File: config.mk
export PLATFORM = sky130hd
export DESIGN_NAME = line_follow_pd_motor_drive_top
export DESIGN_NICKNAME = d
export VERILOG_FILES = /design/src/sv/lfpd_pkg.sv /design/src/sv/lfpd_fifo.sv /design/src/sv/lfpd_front.sv /design/src/sv/lfpd_back.sv /design/src/sv/line_follow_pd_motor_drive_top.sv
export SDC_FILE = /design/constraint.sdc
export NUM_CORES = 2
export LEC_CHECK = 0
export BUFFER_PORTS_ARGS = -buffer_cell sky130_fd_sc_hd__clkbuf_2
export CAP_MARGIN = 20
export CORE_UTILIZATION = 60
export CTS_BUF_LIST = sky130_fd_sc_hd__clkbuf_4
export DETAILED_ROUTE_END_ITERATION = 8
export HOLD_SLACK_MARGIN = 0.12
export PLACE_DENSITY_LB_ADDON = 0.25
export RECOVER_POWER = 25
export SLEW_MARGIN = 30
export SYNTH_ARGS = -nofsm -noshare
export SYNTH_HDL_FRONTEND = slang
export SYNTH_SLANG_ARGS = --single-unit
File: constraint.sdc
create_clock -name i_clk -period 7.2 [get_ports i_clk]
set_clock_uncertainty 0.2 [all_clocks]
set_input_delay 0.72 -clock i_clk [delete_from_list [all_inputs] [get_ports i_clk]]
set_output_delay 0.72 -clock i_clk [all_outputs]
set_load 0.01 [all_outputs]
File: src/sv/lfpd_pkg.sv
`timescale 1ns / 1ps
`default_nettype none
// ----------------------------------------------------------------------------
// lfpd_pkg
// Shared types, constants and codes of the line-follow PD motor drive.
// ----------------------------------------------------------------------------
package lfpd_pkg;

    localparam int SENSOR_BITS_DEFAULT = 12;
    localparam int QUEUE_DEPTH_DEFAULT = 2;

    localparam int CMD_W   = 2;
    localparam int KNOB_W  = 12;
    localparam int GAIN_W  = 12;
    localparam int BASE_W  = 12;
    localparam int DRIVE_W = 8;
    localparam int CFG_IDX_W = 1;

    localparam logic [BASE_W-1:0]  BASE_SPEED_RESET = BASE_W'(40);
    localparam logic [DRIVE_W-1:0] MIN_DRIVE_RESET  = DRIVE_W'(0);
    localparam logic [DRIVE_W-1:0] MAX_DRIVE_RESET  = DRIVE_W'(100);

    // gains scaled so that control = (err*kp_raw + 2*diff*kd_raw) / GAIN_DIV
    localparam int GAIN_DIV = 4000;
    localparam int RECIP_SHIFT = 32;
    localparam logic [63:0] RECIP_FULL = (64'd1 << RECIP_SHIFT) / GAIN_DIV;
    localparam int RECIP_W = $clog2(RECIP_FULL + 64'd1);
    localparam logic [RECIP_W-1:0] RECIP = RECIP_FULL[RECIP_W-1:0];

    typedef enum logic [CMD_W-1:0] {
        CMD_PROP  = 2'd0,
        CMD_DERIV = 2'd1,
        CMD_BASE  = 2'd2,
        CMD_NONE  = 2'd3
    } t_cmd;

    typedef enum logic [CFG_IDX_W-1:0] {
        CFG_MIN_DRIVE = 1'b0,
        CFG_MAX_DRIVE = 1'b1
    } t_cfg_idx;

    typedef struct packed {
        logic [DRIVE_W-1:0] min_drive;
        logic [DRIVE_W-1:0] max_drive;
    } t_limits;

endpackage
`default_nettype wire

File: src/sv/lfpd_fifo.sv
`timescale 1ns / 1ps
`default_nettype none
// ----------------------------------------------------------------------------
// lfpd_fifo
// Small first-in first-out queue with full and empty flags.
// ----------------------------------------------------------------------------
module lfpd_fifo #(
    parameter int WIDTH = 8,
    parameter int DEPTH = lfpd_pkg::QUEUE_DEPTH_DEFAULT
) (
    input  wire logic             i_clk,
    input  wire logic             i_rst_n,
    input  wire logic             i_push,
    input  wire logic [WIDTH-1:0] i_data,
    output logic                  o_full,
    input  wire logic             i_pop,
    output logic [WIDTH-1:0]      o_data,
    output logic                  o_empty
);

    localparam int PW = (DEPTH > 1) ? $clog2(DEPTH) : 1;
    localparam int CNT_W = $clog2(DEPTH + 1);

    logic [WIDTH-1:0] r_mem [DEPTH];
    logic [PW-1:0]    r_wr, r_rd;
    logic [CNT_W-1:0] r_count, n_count;
    logic             do_push, do_pop;

    assign o_full  = (r_count == CNT_W'(DEPTH));
    assign o_empty = (r_count == '0);
    assign do_push = i_push && !o_full;
    assign do_pop  = i_pop && !o_empty;
    assign o_data  = r_mem[r_rd];

    always_comb begin
        n_count = r_count;
        if (do_push && !do_pop) begin
            n_count = r_count + CNT_W'(1);
        end else if (do_pop && !do_push) begin
            n_count = r_count - CNT_W'(1);
        end
    end

    always_ff @(posedge i_clk) begin
        if (!i_rst_n) begin
            r_wr    <= '0;
            r_rd    <= '0;
            r_count <= '0;
        end else begin
            r_count <= n_count;
            if (do_push) begin
                r_wr <= (r_wr == PW'(DEPTH - 1)) ? '0 : r_wr + PW'(1);
            end
            if (do_pop) begin
                r_rd <= (r_rd == PW'(DEPTH - 1)) ? '0 : r_rd + PW'(1);
            end
        end
    end

    always_ff @(posedge i_clk) begin
        if (do_push) begin
            r_mem[r_wr] <= i_data;
        end
    end

endmodule
`default_nettype wire

File: src/sv/lfpd_front.sv
`timescale 1ns / 1ps
`default_nettype none
// ----------------------------------------------------------------------------
// lfpd_front
// Takes sample items, applies the knob command and forms error and diff.
// ----------------------------------------------------------------------------
module lfpd_front #(
    parameter int SENSOR_BITS = lfpd_pkg::SENSOR_BITS_DEFAULT
) (
    input  wire logic                          i_clk,
    input  wire logic                          i_rst_n,
    input  wire logic                          i_push,
    input  wire logic [SENSOR_BITS-1:0]        i_left_level,
    input  wire logic [SENSOR_BITS-1:0]        i_right_level,
    input  wire logic [lfpd_pkg::CMD_W-1:0]    i_command,
    input  wire logic [lfpd_pkg::KNOB_W-1:0]   i_knob_value,
    input  wire logic                          i_q_full,
    output logic                               o_full,
    output logic                               o_q_push,
    output logic signed [SENSOR_BITS:0]        o_error,
    output logic signed [SENSOR_BITS+1:0]      o_diff,
    output logic [lfpd_pkg::GAIN_W-1:0]        o_kp,
    output logic [lfpd_pkg::GAIN_W-1:0]        o_kd,
    output logic [lfpd_pkg::BASE_W-1:0]        o_base
);

    localparam int EW = SENSOR_BITS + 1;
    localparam int DW = SENSOR_BITS + 2;

    logic [lfpd_pkg::GAIN_W-1:0] r_kp, n_kp, r_kd, n_kd;
    logic [lfpd_pkg::BASE_W-1:0] r_base, n_base;
    logic signed [EW-1:0]        r_prev_err, error;
    logic                        accept;

    assign o_full   = i_q_full;
    assign accept   = i_push && !i_q_full;
    assign o_q_push = accept;

    always_comb begin
        n_kp   = r_kp;
        n_kd   = r_kd;
        n_base = r_base;
        unique case (lfpd_pkg::t_cmd'(i_command))
            lfpd_pkg::CMD_PROP:  n_kp   = i_knob_value;
            lfpd_pkg::CMD_DERIV: n_kd   = i_knob_value;
            lfpd_pkg::CMD_BASE:  n_base = i_knob_value;
            lfpd_pkg::CMD_NONE:  n_kp   = r_kp;
        endcase
    end

    assign error   = $signed({1'b0, i_left_level}) - $signed({1'b0, i_right_level});
    assign o_error = error;
    assign o_diff  = DW'(error) - DW'(r_prev_err);
    assign o_kp    = n_kp;
    assign o_kd    = n_kd;
    assign o_base  = n_base;

    always_ff @(posedge i_clk) begin
        if (!i_rst_n) begin
            r_kp       <= '0;
            r_kd       <= '0;
            r_base     <= lfpd_pkg::BASE_SPEED_RESET;
            r_prev_err <= '0;
        end else if (accept) begin
            r_kp       <= n_kp;
            r_kd       <= n_kd;
            r_base     <= n_base;
            r_prev_err <= error;
        end
    end

endmodule
`default_nettype wire

File: src/sv/lfpd_back.sv
`timescale 1ns / 1ps
`default_nettype none
// ----------------------------------------------------------------------------
// lfpd_back
// PD control pipeline: gain products, divide by constant, speed split, clamp.
// ----------------------------------------------------------------------------
module lfpd_back #(
    parameter int SENSOR_BITS = lfpd_pkg::SENSOR_BITS_DEFAULT
) (
    input  wire logic                           i_clk,
    input  wire logic                           i_rst_n,
    input  wire lfpd_pkg::t_limits              i_limits,
    input  wire logic                           i_valid,
    input  wire logic signed [SENSOR_BITS:0]    i_error,
    input  wire logic signed [SENSOR_BITS+1:0]  i_diff,
    input  wire logic [lfpd_pkg::GAIN_W-1:0]    i_kp,
    input  wire logic [lfpd_pkg::GAIN_W-1:0]    i_kd,
    input  wire logic [lfpd_pkg::BASE_W-1:0]    i_base,
    output logic                                o_take,
    input  wire logic                           i_out_full,
    output logic                                o_valid,
    output logic [lfpd_pkg::DRIVE_W-1:0]        o_left_drive,
    output logic [lfpd_pkg::DRIVE_W-1:0]        o_right_drive
);

    localparam int DRW = lfpd_pkg::DRIVE_W;
    localparam int BW  = lfpd_pkg::BASE_W;
    localparam int P0W = SENSOR_BITS + 14;
    localparam int P1W = SENSOR_BITS + 15;
    localparam int NW  = SENSOR_BITS + 17;
    localparam int MW  = SENSOR_BITS + 16;
    localparam int RPW = MW + lfpd_pkg::RECIP_W;
    localparam int QW  = MW - $clog2(lfpd_pkg::GAIN_DIV) + 1;
    localparam int CW  = QW + 1;
    localparam int VW  = ((CW > BW + 1) ? CW : BW + 1) + 2;

    logic advance;

    logic                  r_a_valid;
    logic signed [P0W-1:0] r_a_p0;
    logic signed [P1W-1:0] r_a_p1;
    logic [BW-1:0]         r_a_base;

    logic                  r_b_valid, r_b_neg;
    logic [MW-1:0]         r_b_mag;
    logic [BW-1:0]         r_b_base;
    logic signed [NW-1:0]  num, num_abs;

    logic                  r_c_valid, r_c_neg;
    logic [MW-1:0]         r_c_mag;
    logic [QW-1:0]         r_c_q;
    logic [BW-1:0]         r_c_base;
    logic [RPW-1:0]        prod;

    logic                  r_d_valid, r_d_neg, r_d_ge;
    logic [QW-1:0]         r_d_q;
    logic [BW-1:0]         r_d_base;
    logic [MW-1:0]         qd, rem;

    logic                  r_e_valid;
    logic signed [CW-1:0]  r_e_control;
    logic signed [VW-1:0]  r_e_dyn;
    logic [QW-1:0]         q_fix;

    logic                  r_f_valid;
    logic [DRW-1:0]        r_f_left, r_f_right;

    function automatic logic [DRW-1:0] clamp_drive(input logic signed [VW-1:0] v,
                                                   input lfpd_pkg::t_limits lim);
        logic signed [VW-1:0] lo, hi;
        lo = $signed({{(VW-DRW){1'b0}}, lim.min_drive});
        hi = $signed({{(VW-DRW){1'b0}}, lim.max_drive});
        if (v < lo) begin
            clamp_drive = lim.min_drive;
        end else if (v > hi) begin
            clamp_drive = lim.max_drive;
        end else begin
            clamp_drive = v[DRW-1:0];
        end
    endfunction

    assign advance       = !r_f_valid || !i_out_full;
    assign o_take        = advance && i_valid;
    assign o_valid       = r_f_valid;
    assign o_left_drive  = r_f_left;
    assign o_right_drive = r_f_right;

    assign num     = NW'(r_a_p0) + (NW'(r_a_p1) <<< 1);
    assign num_abs = num[NW-1] ? -num : num;
    assign prod    = RPW'(r_b_mag) * RPW'(lfpd_pkg::RECIP);
    assign qd      = MW'(r_c_q) * MW'(lfpd_pkg::GAIN_DIV);
    assign rem     = r_c_mag - qd;
    assign q_fix   = r_d_q + QW'(r_d_ge);

    always_ff @(posedge i_clk) begin
        if (!i_rst_n) begin
            r_a_valid <= 1'b0;
            r_b_valid <= 1'b0;
            r_c_valid <= 1'b0;
            r_d_valid <= 1'b0;
            r_e_valid <= 1'b0;
            r_f_valid <= 1'b0;
        end else if (advance) begin
            r_a_valid <= i_valid;
            r_b_valid <= r_a_valid;
            r_c_valid <= r_b_valid;
            r_d_valid <= r_c_valid;
            r_e_valid <= r_d_valid;
            r_f_valid <= r_e_valid;
        end
    end

    always_ff @(posedge i_clk) begin
        if (advance) begin
            // gain products
            r_a_p0   <= P0W'(i_error) * P0W'($signed({1'b0, i_kp}));
            r_a_p1   <= P1W'(i_diff) * P1W'($signed({1'b0, i_kd}));
            r_a_base <= i_base;
            // sum and magnitude
            r_b_neg  <= num[NW-1];
            r_b_mag  <= num_abs[MW-1:0];
            r_b_base <= r_a_base;
            // reciprocal estimate, never above the true quotient
            r_c_q    <= prod[lfpd_pkg::RECIP_SHIFT +: QW];
            r_c_mag  <= r_b_mag;
            r_c_neg  <= r_b_neg;
            r_c_base <= r_b_base;
            // remainder check
            r_d_ge   <= (rem >= MW'(lfpd_pkg::GAIN_DIV));
            r_d_q    <= r_c_q;
            r_d_neg  <= r_c_neg;
            r_d_base <= r_c_base;
            // signed control and reduced speed
            r_e_control <= r_d_neg ? -$signed({1'b0, q_fix}) : $signed({1'b0, q_fix});
            r_e_dyn     <= VW'($signed({1'b0, r_d_base})) - VW'($signed({1'b0, q_fix >> 1}));
            // split and clamp
            r_f_left  <= clamp_drive(r_e_dyn - VW'(r_e_control), i_limits);
            r_f_right <= clamp_drive(r_e_dyn + VW'(r_e_control), i_limits);
        end
    end

    a_stall_hold: assert property (@(posedge i_clk) disable iff (!i_rst_n)
        r_f_valid && i_out_full |=> r_f_valid && $stable(r_f_left) && $stable(r_f_right))
        else $error("result changed while stalled");

    a_rem_bound: assert property (@(posedge i_clk) disable iff (!i_rst_n)
        r_c_valid |-> rem < MW'(2 * lfpd_pkg::GAIN_DIV))
        else $error("reciprocal estimate off by more than one");

    a_drive_range: assert property (@(posedge i_clk) disable iff (!i_rst_n)
        r_f_valid && (i_limits.min_drive <= i_limits.max_drive) |->
        r_f_left >= i_limits.min_drive && r_f_left <= i_limits.max_drive &&
        r_f_right >= i_limits.min_drive && r_f_right <= i_limits.max_drive)
        else $error("drive outside limits");

    a_take_free: assert property (@(posedge i_clk) disable iff (!i_rst_n)
        i_valid && !r_f_valid |-> o_take)
        else $error("pipeline refused item with free output");

endmodule
`default_nettype wire

File: src/sv/line_follow_pd_motor_drive_top.sv
`timescale 1ns / 1ps
`default_nettype none
// ----------------------------------------------------------------------------
// line_follow_pd_motor_drive_top
// PD line follower: sensor samples in, clamped left and right drives out.
//
// Input items arrive through a queue-style port: an item is taken at a clock
// edge where push is high and full is low. Each item may update one setting
// (proportional gain, derivative gain or base speed) from its knob value
// before the control step runs on it.
// Results leave through a queue-style port: while empty is low the oldest
// result sits on o_left_drive / o_right_drive and is taken when pop is high.
// Limits min_drive / max_drive are written through i_cfg_we, i_cfg_index and
// i_cfg_data; the user must write them only while no item is in flight;
// the block itself does not enforce this. The six-stage control pipeline
// runs in lockstep and sustains one item per cycle while results are taken.
// A stalled receiver halts the pipeline; the front queue then fills and
// raises full. Reset clears gains and the stored error, sets base speed to 40
// and the limits to 0 and 100, and empties both queues.
// ----------------------------------------------------------------------------
module line_follow_pd_motor_drive_top #(
    parameter int SENSOR_BITS = lfpd_pkg::SENSOR_BITS_DEFAULT,
    parameter int QUEUE_DEPTH = lfpd_pkg::QUEUE_DEPTH_DEFAULT
) (
    input  wire logic                            i_clk,
    input  wire logic                            i_rst_n,
    input  wire logic                            push,
    output logic                                 full,
    input  wire logic [SENSOR_BITS-1:0]          i_left_level,
    input  wire logic [SENSOR_BITS-1:0]          i_right_level,
    input  wire logic [lfpd_pkg::CMD_W-1:0]      i_command,
    input  wire logic [lfpd_pkg::KNOB_W-1:0]     i_knob_value,
    output logic                                 empty,
    input  wire logic                            pop,
    output logic [lfpd_pkg::DRIVE_W-1:0]         o_left_drive,
    output logic [lfpd_pkg::DRIVE_W-1:0]         o_right_drive,
    input  wire logic                            i_cfg_we,
    input  wire logic [lfpd_pkg::CFG_IDX_W-1:0]  i_cfg_index,
    input  wire logic [lfpd_pkg::DRIVE_W-1:0]    i_cfg_data
);

    localparam int EW  = SENSOR_BITS + 1;
    localparam int DW  = SENSOR_BITS + 2;
    localparam int GW  = lfpd_pkg::GAIN_W;
    localparam int BW  = lfpd_pkg::BASE_W;
    localparam int DRW = lfpd_pkg::DRIVE_W;
    localparam int MQW = EW + DW + 2 * GW + BW;
    localparam int OQW = 2 * DRW;

    lfpd_pkg::t_limits r_limits;

    logic                 mq_push, mq_full, mq_empty, mq_pop;
    logic [MQW-1:0]       mq_wdata, mq_rdata;
    logic signed [EW-1:0] f_error, b_error;
    logic signed [DW-1:0] f_diff, b_diff;
    logic [GW-1:0]        f_kp, f_kd, b_kp, b_kd;
    logic [BW-1:0]        f_base, b_base;

    logic                 oq_full, b_valid;
    logic [DRW-1:0]       b_left, b_right;
    logic [OQW-1:0]       oq_rdata;

    always_ff @(posedge i_clk) begin
        if (!i_rst_n) begin
            r_limits.min_drive <= lfpd_pkg::MIN_DRIVE_RESET;
            r_limits.max_drive <= lfpd_pkg::MAX_DRIVE_RESET;
        end else if (i_cfg_we) begin
            unique case (lfpd_pkg::t_cfg_idx'(i_cfg_index))
                lfpd_pkg::CFG_MIN_DRIVE: r_limits.min_drive <= i_cfg_data;
                lfpd_pkg::CFG_MAX_DRIVE: r_limits.max_drive <= i_cfg_data;
            endcase
        end
    end

    lfpd_front #(
        .SENSOR_BITS (SENSOR_BITS)
    ) u_front (
        .i_clk         (i_clk),
        .i_rst_n       (i_rst_n),
        .i_push        (push),
        .i_left_level  (i_left_level),
        .i_right_level (i_right_level),
        .i_command     (i_command),
        .i_knob_value  (i_knob_value),
        .i_q_full      (mq_full),
        .o_full        (full),
        .o_q_push      (mq_push),
        .o_error       (f_error),
        .o_diff        (f_diff),
        .o_kp          (f_kp),
        .o_kd          (f_kd),
        .o_base        (f_base)
    );

    assign mq_wdata = {f_error, f_diff, f_kp, f_kd, f_base};

    lfpd_fifo #(
        .WIDTH (MQW),
        .DEPTH (QUEUE_DEPTH)
    ) u_work_q (
        .i_clk   (i_clk),
        .i_rst_n (i_rst_n),
        .i_push  (mq_push),
        .i_data  (mq_wdata),
        .o_full  (mq_full),
        .i_pop   (mq_pop),
        .o_data  (mq_rdata),
        .o_empty (mq_empty)
    );

    assign {b_error, b_diff, b_kp, b_kd, b_base} = mq_rdata;

    lfpd_back #(
        .SENSOR_BITS (SENSOR_BITS)
    ) u_back (
        .i_clk         (i_clk),
        .i_rst_n       (i_rst_n),
        .i_limits      (r_limits),
        .i_valid       (!mq_empty),
        .i_error       (b_error),
        .i_diff        (b_diff),
        .i_kp          (b_kp),
        .i_kd          (b_kd),
        .i_base        (b_base),
        .o_take        (mq_pop),
        .i_out_full    (oq_full),
        .o_valid       (b_valid),
        .o_left_drive  (b_left),
        .o_right_drive (b_right)
    );

    lfpd_fifo #(
        .WIDTH (OQW),
        .DEPTH (QUEUE_DEPTH)
    ) u_result_q (
        .i_clk   (i_clk),
        .i_rst_n (i_rst_n),
        .i_push  (b_valid),
        .i_data  ({b_left, b_right}),
        .o_full  (oq_full),
        .i_pop   (pop),
        .o_data  (oq_rdata),
        .o_empty (empty)
    );

    assign o_left_drive  = oq_rdata[OQW-1:DRW];
    assign o_right_drive = oq_rdata[DRW-1:0];

endmodule
`default_nettype wire
Word-level counts from Yosys, hierarchy flattened
Memories as Yosys holds them, arrays and structs flattened. A register that Yosys moved wholly into a read port is not among the register bits.
Cells that the tools add are included.
- add/subtract/negate cells: 18
- multiply operators: 4
- div/mod/pow operators: 0
- magnitude comparators: 5
- eq/ne operators: 4
- shift operators: 0
- multiplexer cells: 25
- bitwise logic cells: 1
- reductions and logical operators: 27
- operators with widths (operator ; number):
    28-bit by 21-bit multiplier with 49-bit output, second input constant ; 1
    20-bit by 9-bit greater-than comparator with 1-bit output ; 2
    20-bit by 9-bit less-than comparator with 1-bit output ; 2
    12-bit two-way mux ; 3
    8-bit two-way mux ; 4
    26-bit by 28-bit adder with 29-bit output ; 1
    28-bit by 12-bit >= comparator with 1-bit output, second input constant ; 1
    28-bit two-way mux ; 1
    28-bit negation ; 1
    28-bit subtractor ; 1
    14-bit by 13-bit multiplier with 27-bit output ; 1
    13-bit by 13-bit multiplier with 26-bit output ; 1
    17-bit by 7-bit multiplier with 23-bit output, second input constant ; 1
    20-bit by 18-bit adder with 20-bit output ; 1
    20-bit by 18-bit subtractor with 20-bit output ; 1
    17-bit negation with 18-bit output ; 1
    17-bit by 1-bit adder with 17-bit output ; 1
    17-bit two-way mux ; 1
    12-bit by 16-bit subtractor with 17-bit output ; 1
    13-bit by 13-bit subtractor with 14-bit output ; 1
    12-bit by 12-bit subtractor with 13-bit output ; 1
    1-bit two-way mux ; 12
    1-bit logical AND ; 10
    1-bit zero test ; 9
    11 further kinds ; 25
- flip-flop bits (word level): 328
- bits in latches: 0
- bits in writable memories: 158
- ROM bits: 0
- input port bits: 52
- output and inout bits: 18
- logic and storage cells: 123
- memories kept: 2
- memory list (name ; depth ; bits a word ; read ports ; clocked after memory_dff ; write ports ; line ; text):
    u_work_q.r_mem ; 2 ; 63 ; 1 ; 1 ; 1 ; lfpd_fifo.sv:24 ; logic [WIDTH-1:0] r_mem [DEPTH];
    u_result_q.r_mem ; 2 ; 16 ; 1 ; 1 ; 1 ; lfpd_fifo.sv:24 ;

Logic depth before layout (Yosys ltp)
- depth after elaboration: 8
- gate-level depth with buffers: 29
- gate-level depth less buffers: 28

By module
Synthesis repeated with hierarchy kept, for this count alone.
- cell total of the unflattened synthesis: 4527
- area, all modules: 47513.1 um^2
- modules (own cells, without submodules) (module ; instances ; cells an instance ; area an instance (um^2) ; seq. area each (um^2)):
    lfpd_back ; 1 ; 3708 ; 37156.9 ; 7357.1
    lfpd_fifo at u_work_q ; 1 ; 221 ; 4777.1 ; 3883.7
    lfpd_front ; 1 ; 457 ; 3530.9 ; 980.9
    lfpd_fifo at u_result_q ; 1 ; 75 ; 1387.6 ; 1061.0
    line_follow_pd_motor_drive_top ; 1 ; 66 ; 660.6 ; 320.3

Worst setup path after synthesis
No wires, ideal clock.
- kind: reg2reg
- from: register u_result_q.r_count[0]
- to: register u_work_q.r_count[1]
- library setup time: 0.076 ns
- arrival: 7.617 ns
- data required time: 6.924 ns
- setup slack: -0.693 ns
- stages on the path, launching flop included: 8
- buffers on the path: 0
- clock period less this slack: 7.893 ns
- path through: dfxtp_1 nand2b_1 nor2_1 inv_1 o21ai_0 ha_1 or3_1 a21boi_0
- word-level cells in the longest chain between the ends: 8
- elaborated cells between the ends (all ways): 10
- classes of those cells: eq/ne: 1; mux: 1; reduce/logical: 8
- ends and longest elaborated chain (what ; line ; text):
    start: declaration ; lfpd_fifo.sv:26 ; logic [CNT_W-1:0] r_count, n_count;
    start signal: assignment ; lfpd_fifo.sv:50 ; r_count <= n_count;
    2-bit equality test (*) ; lfpd_fifo.sv:29 ; assign o_full = (r_count == CNT_W'(DEPTH));
    1-bit zero test (*) ; lfpd_back.sv:82 ; assign advance = !r_f_valid || !i_out_full;
    1-bit logical OR (*) ; lfpd_back.sv:82 ;
    1-bit logical AND (*) ; lfpd_back.sv:83 ; assign o_take = advance && i_valid;
    1-bit logical AND (*) ; lfpd_fifo.sv:32 ; assign do_pop = i_pop && !o_empty;
    1-bit zero test ; lfpd_fifo.sv:37 ; if (do_push && !do_pop) begin
    1-bit logical AND ; lfpd_fifo.sv:37 ;
    2-bit two-way mux / 2-bit nonzero test (equally long branches) ; n/a ;
    end signal: assignment ; lfpd_fifo.sv:50 ;
    end: declaration ; lfpd_fifo.sv:26 ;
Every way passes the cells marked *; elsewhere a longest branch is shown, timed or not.
A chain may end at the register's enable or synchronous reset.

Worst setup path after layout
- from: register u_back.r_c_q[5]
- to: register u_back.r_d_ge (data pin)
- word-level cells in the longest chain between the ends: 3
- ends and longest elaborated chain (what ; line ; text):
    start: declaration ; lfpd_back.sv:51 ; logic [QW-1:0] r_c_q;
    start signal: assignment ; lfpd_back.sv:124 ; r_c_q <= prod[lfpd_pkg::RECIP_SHIFT +: QW];
    17-bit by 7-bit multiplier with 23-bit output ; lfpd_back.sv:91 ; assign qd = MW'(r_c_q) * MW'(lfpd_pkg::GAIN_DIV);
    28-bit subtractor ; lfpd_back.sv:92 ; assign rem = r_c_mag - qd;
    28-bit by 12-bit >= comparator with 1-bit output ; lfpd_back.sv:129 ; r_d_ge <= (rem >= MW'(lfpd_pkg::GAIN_DIV));
    end signal: assignment ; lfpd_back.sv:129 ;
    end: declaration ; lfpd_back.sv:55 ; logic r_d_valid, r_d_neg, r_d_ge;
Every way passes these cells.

==> flow_summary.toml <==
[status]
status = "completed"

[route]
avgViaCountPerCell = 5.54
vias = 33000
antenna_left = 0
routedWlPerCell_um = 17.2
drt_first_pass_iters = 8
drc = 0
wl_um = 103000
drt_iter0_markers = 1831

[timing]
hold_violations = 0
fin_crit_sh_pct = 96.3
max_freq_mhz = 144
relSlewSlack_pct = 32.8
worstMarginPinSlew_ps = 1010
grt_setup_unrepaired = "true"
setup_violations = 0
slew_violations = 0
layout_min_cycle_time_ps = 6940

[logic_synthesis]
syn_inst = 4537
ys_seq_area_share_pct = 28.9
yosysMostFrequentCell = "inv_1"
yosys-top-cells-area = "edfxtp_1, fa_1, ha_1"
yosys.area.top_type = "edfxtp_1"
ys_types = 87
synth-seq-cells = 480
yosys.area.top_type_share_pct = 25.4
synth_nets = 5690
synth_area_per_cell_um2 = 10.4
ys.warnings.count = 0
synthesis.area_um2 = 47100
netlist_top_cells_count = "inv_1, ha_1, fa_1"
ys_async_sr_fraction_pct = 0
synth_edf_count = 399
synthFlopType = "edfxtp_1"

[global_routing]
grt_pass1_vias = 34300
grt-ovfl-total = 0
grt_use_total_pct = 26.8
grt_max_degree = 80
use_met1_pct = 32.8
grt_pass1_wl_um = 169000
antenna_found_initial = 4
grt_busiest_layer = "met2"
grt_use_met3_pct = 4.03
use_met2_pct = 47.3

[die]
num_rows = 102
io_pins = 70
die_area_um2 = 79600
start_util_pct = 60.7
die_x_um = 282
core_um2 = 77600
die_h_um = 282

[worst_setup_path]
worstSetupEndpointType = "flop"
rrSetupSlack_ps = 260
start_kind = "flop"
cp_max_fo = 4
critPathKind = "reg -> reg"
cp.required_ps = 7660
arrival_ps = 7390

[clock_network]
cts.root.buffer_cell = "clkbuf_4"
cts_sinks = 480
h-tree-depth = 3
cts_tree = "yes"
clk_pin_slew_ps = 70
cts_inserted_buffers = 120
clkLatencyLatePin_ps = 910
clock_path_buffers = 3

[worst_hold_path]
worstHoldPathType = "reg -> reg"

[placement]
io_buffers = 69
dp.cells = 5671
dpl.hpwl_um = 81400
place_congestion = 0.928

[finish]
final_layout_size_suffix_gt1_share_pct = 11.7
fin_nets = 5959
fillerInstances = 6150
fin_cells = 5956
syn2layout_area_growth_pct = 9.58
post-route-util_pct = 66.5

[job]
drv_cap = 0
==> layer usage <==
metal	wire [um]	vias to the layer above
met5	0	-
met4	4050	0
met3	4850	234
met2	51100	793
met1	42500	16200
li1	-	15800
==> layout by cell type (no fill, tap or decap), types with 26 or more instances in the layout <==
cell type / count
nor2b_1: 41
or2_2: 26
clkbuf_2: 69
a21o_1: 52
nor3_1: 85
buf_4: 125
nand2b_1: 35
xor2_1: 74
nor2_1: 433
ha_1: 595
edfxtp_1: 399
clkinv_1: 35
dfxtp_1: 80
clkbuf_4: 175
a21oi_1: 157
dlygate4sd3_1: 38
fa_1: 503
xnor2_1: 146
nand3_1: 46
mux2_2: 99
o21ai_0: 110
inv_1: 797
nand2_1: 268
o21a_1: 35
mux2i_1: 53
==> per-stage QoR <==
stage          setup slack, ps  area [um2]  setup TNS, ps  hold slack, ps
5_1_grt                  -52.5       51600          -52.5             182
3_5_place_dp              -112       49300           -112             205
6_report                   263       51600              0             182
4_1_cts                   5.49       51300              0             147
2_1_floorplan             98.0       47100              0             200
3_3_place_gp               129       49300              0             201
==> logic make-up after synthesis <==
family | after synthesis | synth area share, %
buffers and inverters | 900 | 7.20
AND/OR/NAND/NOR | 1072 | 10.3
flip-flops | 480 | 28.9
multiplexers | 154 | 3.54
XOR/XNOR | 221 | 4.11
AO/OA/AOI/OAI | 609 | 8.65
adder cells (fa/ha/maj) | 1101 | 37.3
==> critical path, cell delays in order, from the launching register on <==
cell and delay (ps):
edfxtp_1 420, inv_1 110, buf_4 140, fa_1 440, fa_1 540, fa_1 430
fa_1 510, inv_1 40, ha_1 230, or3_1 380, o31a_1 340, a211o_1 320
a21oi_2 160, o21bai_1 80, a21oi_1 150, xor2_1 100, ha_1 320, nor2b_1 50
a2111o_1 390, a211oi_2 200, o2111ai_1 160, a211oi_2 240, nand4_1 130, nor4_2 170
nand3_1 120, nor4_2 280, nand3_1 100
==> path summary, 6_finish.rpt <==
| path | from | to | cells past startpoint |
|---|---|---|---|
| worst max register to register | u_back.r_c_q[5]$_DFFE_PN_ | u_back.r_d_ge$_DFFE_PN_ | 26 |
| worst min register to register | u_back.r_b_base[6]$_DFFE_PN_ | u_back.r_c_base[6]$_DFFE_PN_ | 0 |
| worst min-delay path | u_back.r_b_base[6]$_DFFE_PN_ | u_back.r_c_base[6]$_DFFE_PN_ | 0 |
| worst max-delay path | u_back.r_c_q[5]$_DFFE_PN_ | u_back.r_d_ge$_DFFE_PN_ | 26 |
==> state kept, by name (all words and copies together) (netlist names), 2 cells and up, named ones only <==
register              flops
u_back.r_b_base          12
u_back.r_b_mag           28
u_back.r_a_base          12
u_back.r_d_q             17
u_work_q.r_mem          126
u_work_q.r_count          2
r_limits                 16
u_result_q.r_mem         32
u_back.o_right_drive      8
u_back.r_c_mag           23
u_back.r_e_dyn           17
u_back.r_e_control       18
u_back.r_a_p1            27
u_back.o_left_drive       8
u_front.r_kp             12
u_back.r_c_base          12
u_back.r_a_p0            26
u_front.r_prev_err       13
u_front.r_base           12
u_front.r_kd             12
u_result_q.r_count        2
u_back.r_d_base          12
u_back.r_c_q             17
==> what timing repair did <==
item | in CTS | in global routing
gates resized for setup | 3 | 38
endpoints found under the hold margin | 107 | 0
pin swaps | 0 | 26
hold buffers | 38 | 0
buffers inserted | 0 | 15
endpoints found under the setup margin | 1 | 3
==> final cells by class <==
cell class | instances | area [um2] | share of cell area, %
Clock buffer | 175 | 1310 | 2.55
Tap cell | 1040 | 1300 | 2.52
Sequential cell | 480 | 13600 | 26.4
Antenna cell | 5 | 12.5 | 0.0242
Clock inverter | 52 | 327 | 0.633
Inverter | 811 | 3050 | 5.92
Timing Repair Buffer | 236 | 1720 | 3.33
Multi-Input combinational cell | 3157 | 30300 | 58.7
Power is left out: the tool's default activity adds up to more than one toggle a clock period on the data nets, which glitch-free logic cannot reach.
